--- src/design/bech_pkg.sv ---
`timescale 1ns / 1ps
package bech_pkg;

    // Item kinds carried on the input tuser.
    typedef enum logic [1:0] {
        CMD_HRP    = 2'd0,
        CMD_DATA   = 2'd1,
        CMD_FINISH = 2'd2,
        CMD_NONE   = 2'd3
    } t_cmd;

    typedef enum logic [2:0] {
        ST_OK             = 3'd0,
        ST_BAD_HRP        = 3'd1,
        ST_BAD_DATA       = 3'd2,
        ST_TOO_LONG       = 3'd3,
        ST_HRP_AFTER_DATA = 3'd4
    } t_status;

    typedef enum logic [3:0] {
        S_IDLE,
        S_DECODE,
        S_ERR,
        S_HRP,
        S_SEP_INIT,
        S_WALK_RD,
        S_WALK_FOLD,
        S_SEP,
        S_DATA,
        S_FIN_STEP,
        S_FIN_OUT
    } t_state;

    typedef enum logic [2:0] {
        SUM_HOLD,
        SUM_STEP,
        SUM_STEP_ONE,
        SUM_HRP,
        SUM_DATA,
        SUM_FOLD,
        SUM_SHIFT
    } t_sum_op;

    typedef enum logic [2:0] {
        OUT_ERR,
        OUT_ECHO,
        OUT_SEP,
        OUT_DATA,
        OUT_SUM
    } t_out_sel;

    typedef struct packed {
        logic     latch_in;
        logic     clear;
        logic     hrp_write;
        logic     walk_start;
        logic     walk_rd;
        logic     set_data_phase;
        logic     data_inc;
        logic     step_clr;
        logic     step_inc;
        logic     out_load;
        t_out_sel out_sel;
        t_sum_op  sum_op;
    } t_dp_cmd;

    typedef struct packed {
        t_cmd    item_cmd;
        t_status item_status;
        logic    data_phase;
        logic    walk_done;
        logic    step_last;
        logic    out_free;
    } t_dp_stat;

    localparam logic [29:0] GEN0 = 30'h3b6a57b2;
    localparam logic [29:0] GEN1 = 30'h26508e6d;
    localparam logic [29:0] GEN2 = 30'h1ea119fa;
    localparam logic [29:0] GEN3 = 30'h3d4233dd;
    localparam logic [29:0] GEN4 = 30'h2a1462b3;

    localparam logic [29:0] SUM_INIT     = 30'd1;
    localparam logic [6:0]  SEPARATOR    = 7'h31;
    localparam logic [6:0]  CHAR_MIN     = 7'd33;
    localparam logic [6:0]  CHAR_MAX     = 7'd126;
    localparam logic [6:0]  UPPER_FIRST  = 7'h41;
    localparam logic [6:0]  UPPER_LAST   = 7'h5a;
    localparam logic [6:0]  DATA_MAX     = 7'd31;
    localparam int          LEN_LIMIT    = 90;
    localparam int          LEN_OVERHEAD = 7;
    localparam logic [2:0]  SUM_LAST_STEP = 3'd5;

    function automatic logic [29:0] poly_step(input logic [29:0] c);
        logic [4:0]  top;
        logic [29:0] r;
        top = c[29:25];
        r   = {c[24:0], 5'b0};
        if (top[0]) r = r ^ GEN0;
        if (top[1]) r = r ^ GEN1;
        if (top[2]) r = r ^ GEN2;
        if (top[3]) r = r ^ GEN3;
        if (top[4]) r = r ^ GEN4;
        return r;
    endfunction

    function automatic logic [6:0] alphabet(input logic [4:0] sym);
        logic [6:0] ch;
        unique case (sym)
            5'd0:  ch = 7'h71; // q
            5'd1:  ch = 7'h70; // p
            5'd2:  ch = 7'h7a; // z
            5'd3:  ch = 7'h72; // r
            5'd4:  ch = 7'h79; // y
            5'd5:  ch = 7'h39; // 9
            5'd6:  ch = 7'h78; // x
            5'd7:  ch = 7'h38; // 8
            5'd8:  ch = 7'h67; // g
            5'd9:  ch = 7'h66; // f
            5'd10: ch = 7'h32; // 2
            5'd11: ch = 7'h74; // t
            5'd12: ch = 7'h76; // v
            5'd13: ch = 7'h64; // d
            5'd14: ch = 7'h77; // w
            5'd15: ch = 7'h30; // 0
            5'd16: ch = 7'h73; // s
            5'd17: ch = 7'h33; // 3
            5'd18: ch = 7'h6a; // j
            5'd19: ch = 7'h6e; // n
            5'd20: ch = 7'h35; // 5
            5'd21: ch = 7'h34; // 4
            5'd22: ch = 7'h6b; // k
            5'd23: ch = 7'h68; // h
            5'd24: ch = 7'h63; // c
            5'd25: ch = 7'h65; // e
            5'd26: ch = 7'h36; // 6
            5'd27: ch = 7'h6d; // m
            5'd28: ch = 7'h75; // u
            5'd29: ch = 7'h61; // a
            5'd30: ch = 7'h37; // 7
            default: ch = 7'h6c; // l
        endcase
        return ch;
    endfunction

    function automatic t_status item_check(
        input t_cmd       cmd,
        input logic [6:0] v,
        input logic       data_phase,
        input logic       hrp_full,
        input logic       data_full,
        input logic       too_long
    );
        t_status st;
        st = ST_OK;
        unique case (cmd)
            CMD_HRP: begin
                if (data_phase) begin
                    st = ST_HRP_AFTER_DATA;
                end else if (v < CHAR_MIN || v > CHAR_MAX ||
                             (v >= UPPER_FIRST && v <= UPPER_LAST)) begin
                    st = ST_BAD_HRP;
                end else if (hrp_full) begin
                    st = ST_TOO_LONG;
                end
            end
            CMD_DATA: begin
                if (v > DATA_MAX) begin
                    st = ST_BAD_DATA;
                end else if (data_full) begin
                    st = ST_TOO_LONG;
                end
            end
            CMD_FINISH: begin
                if (too_long) st = ST_TOO_LONG;
            end
            CMD_NONE: st = ST_OK;
        endcase
        return st;
    endfunction

endpackage

--- src/design/bech32_string_encoder_unit.sv ---
`timescale 1ns / 1ps
// Bech32 string encoder. Send hrp characters (tuser 0), then 5-bit data values
// (tuser 1), then a finish item (tuser 2); the block streams out the string
// characters with the checksum, tlast on the final one. Any error gives one
// result with character 0, tlast set and the status code in tuser, and starts
// a new string. One item is worked on at a time: an hrp character or a data
// value is decoded, has its result loaded once the output register is free,
// and only then does the block take the next item. The first data value or
// the finish of a string without data also walks the stored hrp through the
// buffer's single read port, a read and a fold per stored character, before
// the separator. Finish takes six checksum steps and then loads the six
// checksum characters one by one. Results wait in an output register, so a
// stalled consumer only holds the block once the next result is ready.
module bech32_string_encoder_unit #(
    parameter int MAX_HRP  = 128,
    parameter int MAX_DATA = 2047
) (
    input  logic       i_clk,
    input  logic       i_rst_n,
    input  logic       i_cfg_wr_en,
    input  logic       i_cfg_wr_data,  // lightning_mode
    input  logic       s_axis_tvalid,
    output logic       s_axis_tready,
    input  logic [7:0] s_axis_tdata,   // [6:0] value
    input  logic [1:0] s_axis_tuser,   // [1:0] command
    output logic       m_axis_tvalid,
    input  logic       m_axis_tready,
    output logic [7:0] m_axis_tdata,   // [6:0] character
    output logic       m_axis_tlast,
    output logic [2:0] m_axis_tuser    // [2:0] status
);
    import bech_pkg::*;

    t_dp_cmd    dp_cmd;
    t_dp_stat   dp_stat;
    logic [6:0] out_char;

    bech_ctrl u_ctrl (
        .i_clk      (i_clk),
        .i_rst_n    (i_rst_n),
        .i_in_valid (s_axis_tvalid),
        .i_stat     (dp_stat),
        .o_cmd      (dp_cmd),
        .o_in_ready (s_axis_tready)
    );

    bech_dp #(
        .MAX_HRP  (MAX_HRP),
        .MAX_DATA (MAX_DATA)
    ) u_dp (
        .i_clk         (i_clk),
        .i_rst_n       (i_rst_n),
        .i_cmd         (dp_cmd),
        .o_stat        (dp_stat),
        .i_in_valid    (s_axis_tvalid),
        .i_in_cmd      (s_axis_tuser),
        .i_in_value    (s_axis_tdata[6:0]),
        .i_cfg_wr_en   (i_cfg_wr_en),
        .i_cfg_wr_data (i_cfg_wr_data),
        .o_out_valid   (m_axis_tvalid),
        .i_out_ready   (m_axis_tready),
        .o_out_char    (out_char),
        .o_out_last    (m_axis_tlast),
        .o_out_status  (m_axis_tuser)
    );

    assign m_axis_tdata = {1'b0, out_char};

endmodule

--- src/design/bech_ctrl.sv ---
`timescale 1ns / 1ps
module bech_ctrl (
    input  logic              i_clk,
    input  logic              i_rst_n,
    input  logic              i_in_valid,
    input  bech_pkg::t_dp_stat i_stat,
    output bech_pkg::t_dp_cmd  o_cmd,
    output logic              o_in_ready
);
    import bech_pkg::*;

    t_state r_state;
    t_state n_state;

    always_ff @(posedge i_clk) begin
        if (!i_rst_n) begin
            r_state <= S_IDLE;
        end else begin
            r_state <= n_state;
        end
    end

    always_comb begin
        n_state = r_state;
        unique case (r_state)
            S_IDLE: begin
                if (i_in_valid) n_state = S_DECODE;
            end
            S_DECODE: begin
                if (i_stat.item_cmd == CMD_NONE) begin
                    n_state = S_IDLE;
                end else if (i_stat.item_status != ST_OK) begin
                    n_state = S_ERR;
                end else if (i_stat.item_cmd == CMD_HRP) begin
                    n_state = S_HRP;
                end else if (!i_stat.data_phase) begin
                    n_state = S_SEP_INIT;
                end else if (i_stat.item_cmd == CMD_DATA) begin
                    n_state = S_DATA;
                end else begin
                    n_state = S_FIN_STEP;
                end
            end
            S_ERR, S_HRP, S_DATA: begin
                if (i_stat.out_free) n_state = S_IDLE;
            end
            S_SEP_INIT:  n_state = S_WALK_RD;
            S_WALK_RD: begin
                if (i_stat.walk_done) n_state = S_SEP;
                else n_state = S_WALK_FOLD;
            end
            S_WALK_FOLD: n_state = S_WALK_RD;
            S_SEP: begin
                if (i_stat.out_free) begin
                    n_state = (i_stat.item_cmd == CMD_DATA) ? S_DATA : S_FIN_STEP;
                end
            end
            S_FIN_STEP: begin
                if (i_stat.step_last) n_state = S_FIN_OUT;
            end
            S_FIN_OUT: begin
                if (i_stat.out_free && i_stat.step_last) n_state = S_IDLE;
            end
            default: n_state = S_IDLE;
        endcase
    end

    always_comb begin
        o_cmd      = '0;
        o_cmd.out_sel = OUT_ERR;
        o_cmd.sum_op  = SUM_HOLD;
        o_in_ready = 1'b0;
        unique case (r_state)
            S_IDLE: begin
                o_in_ready     = 1'b1;
                o_cmd.latch_in = 1'b1;
            end
            S_DECODE: begin
                o_cmd.step_clr = 1'b1;
            end
            S_ERR: begin
                if (i_stat.out_free) begin
                    o_cmd.out_load = 1'b1;
                    o_cmd.out_sel  = OUT_ERR;
                    o_cmd.clear    = 1'b1;
                end
            end
            S_HRP: begin
                if (i_stat.out_free) begin
                    o_cmd.out_load  = 1'b1;
                    o_cmd.out_sel   = OUT_ECHO;
                    o_cmd.hrp_write = 1'b1;
                    o_cmd.sum_op    = SUM_HRP;
                end
            end
            S_SEP_INIT: begin
                o_cmd.sum_op     = SUM_STEP;
                o_cmd.walk_start = 1'b1;
            end
            S_WALK_RD: begin
                o_cmd.walk_rd = !i_stat.walk_done;
            end
            S_WALK_FOLD: begin
                o_cmd.sum_op = SUM_FOLD;
            end
            S_SEP: begin
                if (i_stat.out_free) begin
                    o_cmd.out_load       = 1'b1;
                    o_cmd.out_sel        = OUT_SEP;
                    o_cmd.set_data_phase = 1'b1;
                end
            end
            S_DATA: begin
                if (i_stat.out_free) begin
                    o_cmd.out_load = 1'b1;
                    o_cmd.out_sel  = OUT_DATA;
                    o_cmd.data_inc = 1'b1;
                    o_cmd.sum_op   = SUM_DATA;
                end
            end
            S_FIN_STEP: begin
                // the last zero step also adds the final constant
                o_cmd.sum_op = i_stat.step_last ? SUM_STEP_ONE : SUM_STEP;
                if (i_stat.step_last) o_cmd.step_clr = 1'b1;
                else o_cmd.step_inc = 1'b1;
            end
            S_FIN_OUT: begin
                if (i_stat.out_free) begin
                    o_cmd.out_load = 1'b1;
                    o_cmd.out_sel  = OUT_SUM;
                    o_cmd.sum_op   = SUM_SHIFT;
                    o_cmd.step_inc = 1'b1;
                    o_cmd.clear    = i_stat.step_last;
                end
            end
            default: o_in_ready = 1'b0;
        endcase
    end

endmodule

--- src/design/bech_dp.sv ---
`timescale 1ns / 1ps
module bech_dp #(
    parameter int MAX_HRP  = 128,
    parameter int MAX_DATA = 2047
) (
    input  logic               i_clk,
    input  logic               i_rst_n,
    input  bech_pkg::t_dp_cmd  i_cmd,
    output bech_pkg::t_dp_stat o_stat,
    input  logic               i_in_valid,
    input  logic [1:0]         i_in_cmd,
    input  logic [6:0]         i_in_value,
    input  logic               i_cfg_wr_en,
    input  logic               i_cfg_wr_data,
    output logic               o_out_valid,
    input  logic               i_out_ready,
    output logic [6:0]         o_out_char,
    output logic               o_out_last,
    output logic [2:0]         o_out_status
);
    import bech_pkg::*;

    localparam int HCNT_W = $clog2(MAX_HRP + 1);
    localparam int HRP_AW = (MAX_HRP > 1) ? $clog2(MAX_HRP) : 1;
    localparam int DCNT_W = $clog2(MAX_DATA + 1);
    localparam int LEN_W  = $clog2(MAX_HRP + MAX_DATA + LEN_OVERHEAD + 1);
    localparam logic [HCNT_W-1:0] HRP_LIMIT  = HCNT_W'(MAX_HRP);
    localparam logic [DCNT_W-1:0] DATA_LIMIT = DCNT_W'(MAX_DATA);
    localparam logic [LEN_W-1:0]  LEN_MAX    = LEN_W'(LEN_LIMIT);
    localparam logic [LEN_W-1:0]  LEN_EXTRA  = LEN_W'(LEN_OVERHEAD);

    logic [6:0]        r_hrp_mem [MAX_HRP];
    logic [6:0]        r_rd_data;
    t_cmd              r_item_cmd;
    logic [6:0]        r_item_val;
    logic              r_lightning;
    logic [29:0]       r_sum;
    logic [29:0]       n_sum;
    logic [HCNT_W-1:0] r_hrp_count;
    logic [HCNT_W-1:0] r_idx;
    logic [DCNT_W-1:0] r_data_count;
    logic              r_data_phase;
    logic [2:0]        r_step;
    logic              r_out_valid;
    logic [6:0]        r_out_char;
    logic              r_out_last;
    t_status           r_out_status;

    logic [29:0] sum_step;
    logic [LEN_W-1:0] str_len;
    logic        too_long;
    t_status     item_status;
    logic        out_free;
    logic [6:0]  n_out_char;

    assign sum_step  = poly_step(r_sum);
    assign str_len   = LEN_W'(r_hrp_count) + LEN_W'(r_data_count) + LEN_EXTRA;
    assign too_long  = !r_lightning && (str_len > LEN_MAX);
    assign item_status = item_check(r_item_cmd, r_item_val, r_data_phase,
                                    r_hrp_count >= HRP_LIMIT,
                                    r_data_count >= DATA_LIMIT, too_long);
    assign out_free = !r_out_valid || i_out_ready;

    assign o_stat.item_cmd    = r_item_cmd;
    assign o_stat.item_status = item_status;
    assign o_stat.data_phase  = r_data_phase;
    assign o_stat.walk_done   = r_idx >= r_hrp_count;
    assign o_stat.step_last   = r_step == SUM_LAST_STEP;
    assign o_stat.out_free    = out_free;

    always_ff @(posedge i_clk) begin
        if (i_cmd.latch_in && i_in_valid) begin
            r_item_cmd <= t_cmd'(i_in_cmd);
            r_item_val <= i_in_value;
        end
    end

    always_ff @(posedge i_clk) begin
        if (!i_rst_n) begin
            r_lightning <= 1'b0;
        end else if (i_cfg_wr_en) begin
            r_lightning <= i_cfg_wr_data;
        end
    end

    // hrp buffer: one write port at the fill count, registered read for the walk
    always_ff @(posedge i_clk) begin
        if (i_cmd.hrp_write) begin
            r_hrp_mem[r_hrp_count[HRP_AW-1:0]] <= r_item_val;
        end
        if (i_cmd.walk_rd) begin
            r_rd_data <= r_hrp_mem[r_idx[HRP_AW-1:0]];
        end
    end

    always_comb begin
        n_sum = r_sum;
        unique case (i_cmd.sum_op)
            SUM_HOLD:     n_sum = r_sum;
            SUM_STEP:     n_sum = sum_step;
            SUM_STEP_ONE: n_sum = sum_step ^ SUM_INIT;
            SUM_HRP:      n_sum = sum_step ^ {28'b0, r_item_val[6:5]};
            SUM_DATA:     n_sum = sum_step ^ {25'b0, r_item_val[4:0]};
            SUM_FOLD:     n_sum = sum_step ^ {25'b0, r_rd_data[4:0]};
            SUM_SHIFT:    n_sum = {r_sum[24:0], 5'b0};
            default:      n_sum = r_sum;
        endcase
    end

    always_ff @(posedge i_clk) begin
        if (!i_rst_n || i_cmd.clear) begin
            r_sum        <= SUM_INIT;
            r_hrp_count  <= '0;
            r_data_count <= '0;
            r_data_phase <= 1'b0;
        end else begin
            r_sum <= n_sum;
            if (i_cmd.hrp_write) r_hrp_count <= r_hrp_count + HCNT_W'(1);
            if (i_cmd.data_inc) r_data_count <= r_data_count + DCNT_W'(1);
            if (i_cmd.set_data_phase) r_data_phase <= 1'b1;
        end
    end

    always_ff @(posedge i_clk) begin
        if (!i_rst_n) begin
            r_idx  <= '0;
            r_step <= '0;
        end else begin
            if (i_cmd.walk_start) r_idx <= '0;
            else if (i_cmd.walk_rd) r_idx <= r_idx + HCNT_W'(1);
            if (i_cmd.step_clr) r_step <= '0;
            else if (i_cmd.step_inc) r_step <= r_step + 3'd1;
        end
    end

    always_comb begin
        unique case (i_cmd.out_sel)
            OUT_ERR:  n_out_char = 7'd0;
            OUT_ECHO: n_out_char = r_item_val;
            OUT_SEP:  n_out_char = SEPARATOR;
            OUT_DATA: n_out_char = alphabet(r_item_val[4:0]);
            OUT_SUM:  n_out_char = alphabet(r_sum[29:25]);
            default:  n_out_char = 7'd0;
        endcase
    end

    // output register: holds one result so the controller can move on
    always_ff @(posedge i_clk) begin
        if (!i_rst_n) begin
            r_out_valid <= 1'b0;
        end else if (i_cmd.out_load) begin
            r_out_valid <= 1'b1;
        end else if (i_out_ready) begin
            r_out_valid <= 1'b0;
        end
    end

    always_ff @(posedge i_clk) begin
        if (i_cmd.out_load) begin
            r_out_char   <= n_out_char;
            r_out_last   <= (i_cmd.out_sel == OUT_ERR) ||
                            (i_cmd.out_sel == OUT_SUM && r_step == SUM_LAST_STEP);
            r_out_status <= (i_cmd.out_sel == OUT_ERR) ? item_status : ST_OK;
        end
    end

    assign o_out_valid  = r_out_valid;
    assign o_out_char   = r_out_char;
    assign o_out_last   = r_out_last;
    assign o_out_status = r_out_status;

endmodule

--- config.mk ---
export PLATFORM = sky130hd
export DESIGN_NAME = bech32_string_encoder_unit
export DESIGN_NICKNAME = d
export VERILOG_FILES = /design/src/design/bech_pkg.sv /design/src/design/bech32_string_encoder_unit.sv /design/src/design/bech_ctrl.sv /design/src/design/bech_dp.sv
export SDC_FILE = /design/constraint.sdc
export NUM_CORES = 1
export LEC_CHECK = 0
export BUFFER_PORTS_ARGS = -buffer_cell sky130_fd_sc_hd__buf_2
export CAP_MARGIN = 20
export CORE_MARGIN = 2
export CORE_UTILIZATION = 60
export DETAILED_ROUTE_END_ITERATION = 7
export GPL_TIMING_DRIVEN = 0
export PLACE_DENSITY = 0.85
export REMOVE_ABC_BUFFERS = 1
export SLEW_MARGIN = 40
export SYNTH_ARGS = -nofsm -noshare
export SYNTH_HDL_FRONTEND = slang
export SYNTH_SLANG_ARGS = --single-unit
--- constraint.sdc ---
create_clock -name i_clk -period 3.6 [get_ports i_clk]
set_input_delay 0.36 -clock i_clk [delete_from_list [all_inputs] [get_ports i_clk]]
set_output_delay 0.36 -clock i_clk [all_outputs]
set_load 0.02 [all_outputs]
==> results.py <==
metrics = {
    "routing": {
        "met3WireLength_mm": 8.05,
        "first_iter_violations": 2665,
        "route.met2.wl_mm": 39.5,
        "top_layer": "met5",
        "dr.pass1.iters": 6,
        "met1_length_mm": 27.4,
        "ant_nets": 0,
        "post_drt_wl_per_cell_microns": 30.4,
        "viasPerCell": 6.82,
        "drt_wl_total_mm": 79.5,
        "vias": 17800,
        "drc_errors": 0,
    },
    "die": {
        "row_count": 83,
        "die_h_microns": 231,
        "die_area_sq_um": 53500,
        "ios": 30,
        "die_x_microns": 231,
        "coreArea_sq_um": 51200,
        "initial_core_util_pct": 60.5,
    },
    "logic_synthesis": {
        "yosysTopAreaCellShare_pct": 64.4,
        "syn_area_per_cell_sq_um": 17.3,
        "synth_edf_count": 665,
        "yosysSeqAreaShare_pct": 69.6,
        "synth_area_sq_um": 31000,
        "ys.flop_type": "edfxtp_1",
        "ys_types": 63,
        "yosysTopAreaCell": "edfxtp_1",
        "synth_warnings": 0,
        "async_reset_ff_share_pct": 0,
        "yosys_register_bits": 744,
        "syn_inst": 1787,
        "synth_area_leaders": "edfxtp_1, mux4_2, dfxtp_1, nor2_1, xnor2_1",
    },
    "timing": {
        "rsz0062_at_grt": "false",
        "setup_viol": 5,
        "finalWorstSetupSlack_ns": -0.00803,
        "timing.fmax_mhz": 277,
        "period_minus_slack_ns": 3.61,
        "tightest_slew_ns": 0.927,
        "min_period_over_period_pct": 100,
        "fin_skew_ns": 0.0289,
        "relSlewSlack_pct": 38.1,
        "hold_viol": 0,
        "slew_violations": 0,
        "whs_ns": 0.0236,
    },
    "finish": {
        "insertedDiodeCount": 0,
        "syn2layout_area_growth_pct": 13.0,
        "regArea_sq_um": 21600,
        "drive_gt1_share_pct": 23.8,
        "finalNetCount": 1925,
        "multi_input_area_sq_um": 8970,
        "stdcell_area_sq_um": 35000,
        "fillers": 2928,
    },
    "pwr": {
        "leakagePower_nw": 10.9,
        "powerDensity_nw_per_um2": 567,
        "ir_drop_uv": 335,
    },
    "place": {
        "gp_congestion": 0.879,
        "hpwl_mm": 45.5,
        "place_ws_ns": -0.148,
        "dpl_cell_area_sq_um": 32500,
        "port_buffers": 27,
    },
    "setup_path": {
        "r2r_end": "u_dp.r_hrp_mem[118][0]$_DFFE_PP_",
        "reg2reg_depth": 4,
        "worst-r2r-setup-slack_ns": -0.008,
        "cp-start-kind": "register",
        "path_class": "reg -> reg",
        "cp.required_ns": 3.85,
        "cp-end-kind": "register",
        "crit_fanout": 16,
        "cp.arrival_ns": 3.86,
        "r2r-start": "u_ctrl.r_state[0]$_SDFFE_PN0P_",
    },
    "worst_hold_path": {
        "whs_endpoint": "u_dp.r_lightning$_SDFFE_PN0P_",
        "hold_depth": 3,
        "hold_start": "i_cfg_wr_data",
        "hp-class": "in -> reg",
    },
    "clocking": {
        "cts_max_path_buffers": 3,
        "clock-root-buffer": "clkbuf_16",
        "tritoncts": "yes",
        "cts.sinks": 744,
        "htreeDepth": 3,
        "cts_buffers": 73,
        "clk_pin_slew_worst_paths_ns": 0.06,
        "clock_latency_ns": 0.63,
    },
    "run_status": {
        "violations": "setup timing",
        "status": "finished, violations left",
    },
    "global_routing": {
        "grt_pass1_vias": 17900,
        "grtUsageTotal_pct": 30.3,
        "grt_overflow": 0,
        "grt_max_degree": 42,
        "antenna_found_initial": 2,
        "grt_pass1_wl_mm": 118,
    },
    "job": {
        "max-cap-violations": 0,
    },
}
## worst max-delay path by stage
stage	from	to	slack, ns
2_1_floorplan	u_dp.r_idx[0]$_SDFFE_PP0P_	u_dp.r_rd_data[0]$_DFFE_PP_	-5.17
4_1_cts	u_ctrl.r_state[1]$_SDFFE_PN0P_	u_dp.r_hrp_mem[13][2]$_DFFE_PP_	-0.04
3_5_place_dp	u_ctrl.r_state[3]$_SDFFE_PN0P_	register	-0.15
5_1_grt	u_ctrl.r_state[1]$_SDFFE_PN0P_	u_dp.r_hrp_mem[118][4]$_DFFE_PP_	0.02
6_report	u_ctrl.r_state[0]$_SDFFE_PN0P_	u_dp.r_hrp_mem[118][0]$_DFFE_PP_	-0.008
3_3_place_gp	u_dp.r_idx[0]$_SDFFE_PP0P_	u_dp.r_rd_data[3]$_DFFE_PP_	-7.70
## registers in the layout, indices dropped and copies added (netlist names), named ones only
name	count
u_dp.o_out_status	3
u_dp.r_data_count	11
u_dp.r_idx	8
u_dp.o_out_last	1
u_dp.r_step	3
u_dp.o_out_char	7
u_dp.o_out_valid	1
u_dp.r_lightning	1
u_ctrl.r_state	4
u_dp.r_rd_data	5
u_dp.r_data_phase	1
u_dp.r_item_cmd	2
u_dp.r_hrp_mem	640
u_dp.r_item_val	7
u_dp.r_sum	30
u_dp.r_hrp_count	8
## area by class of cell
class,count,area share [%]
clock buffers,94,5.59
clock inverters,35,1.03
inverters,38,0.407
multi-input cells,908,25.6
flip-flops and latches,744,61.6
well taps,680,2.43
repair buffers,113,3.30
## kinds of logic after synthesis
kind of cell,synth area share (%)
flops,69.6
other cells,0.0121
mux,15.9
compound gates,3.61
xor+xnor,2.35
buf+inv,1.79
fa+ha+maj,1.31
simple gates,5.46
## power by group
group	internal [mW]	total (mW)	leakage, nW	switching (mW)
sequential	9.91	10.1	6.63	0.228
combinational	0.770	2.12	3.15	1.35
clock	4.35	7.61	1.12	3.26
total	15.0	19.9	10.9	4.84
## cells in the final DEF, fill, tap and decap left out, types with 11 or more instances in the layout
| master | n |
|---|---|
| nand2_1 | 68 |
| dfxtp_1 | 71 |
| o21ai_0 | 33 |
| edfxtp_1 | 665 |
| xor2_1 | 24 |
| clkinv_1 | 11 |
| a211oi_1 | 26 |
| and3_1 | 11 |
| buf_2 | 42 |
| clkbuf_1 | 18 |
| ha_1 | 30 |
| clkinv_2 | 11 |
| nor2_1 | 228 |
| buf_6 | 30 |
| clkbuf_16 | 76 |
| mux4_2 | 210 |
| nand3_1 | 19 |
| inv_1 | 35 |
| xnor2_1 | 51 |
| a21oi_1 | 44 |
## cells in the mapped netlist (5+ instances only)
cell      count
a211oi_1     28
a21o_1        7
a21oi_1      44
a22oi_1       5
a31oi_1       8
and2_1        5
and3_1       12
buf_1        15
buf_2        28
clkbuf_1     50
dfxtp_1      79
edfxtp_1    665
ha_1         30
inv_1        35
mux2_2        9
mux2i_1      10
mux4_2      210
nand2_1      71
nand2b_1      7
nand3_1      23
nand4_1       7
nor2_1      230
nor2b_1      11
nor3_1        8
o211ai_1      6
o21ai_0      33
o22ai_1       8
or3_1         5
xnor2_1      51
xor2_1       24
## critical path: stages (launching register included)
cell	delay, ns
dfxtp_2	0.52
nor2b_2	0.41
and3_1	0.68
nand3_2	0.85
nor2_1	0.78
## repair_timing
| action | 4_1_cts | 5_1_grt |
|---|---|---|
| setup buffers | 1 | 2 |
| gates resized for setup | 4 | 8 |
| endpoints found under the setup margin | 109 | 338 |
| hold buffers | 9 | 0 |
| pin swaps | 0 | 1 |
| hold endpoints to repair | 9 | 0 |
| cloned | 0 | 1 |
## routing by layer
metal,track usage (%),vias to the layer above
li1,-,7224
met1,38.4,8888
met2,50.0,1412
met3,6.04,286
met4,15.6,4
met5,0,-
## stage by stage
step	instances	setup TNS (ns)	utilization [%]	power, mW
CTS	2610	-0.427	68.3	19.8
floorplan	1690	-180.95	-	11.6
finish	2612	-0.0276	68.4	19.9
detailed placement	2471	-2.79	63.5	12.3
global placement	2397	-790.18	61.6	12.0
global route	2612	0	68.4	20.4
(Power assumes the default switching activity.)
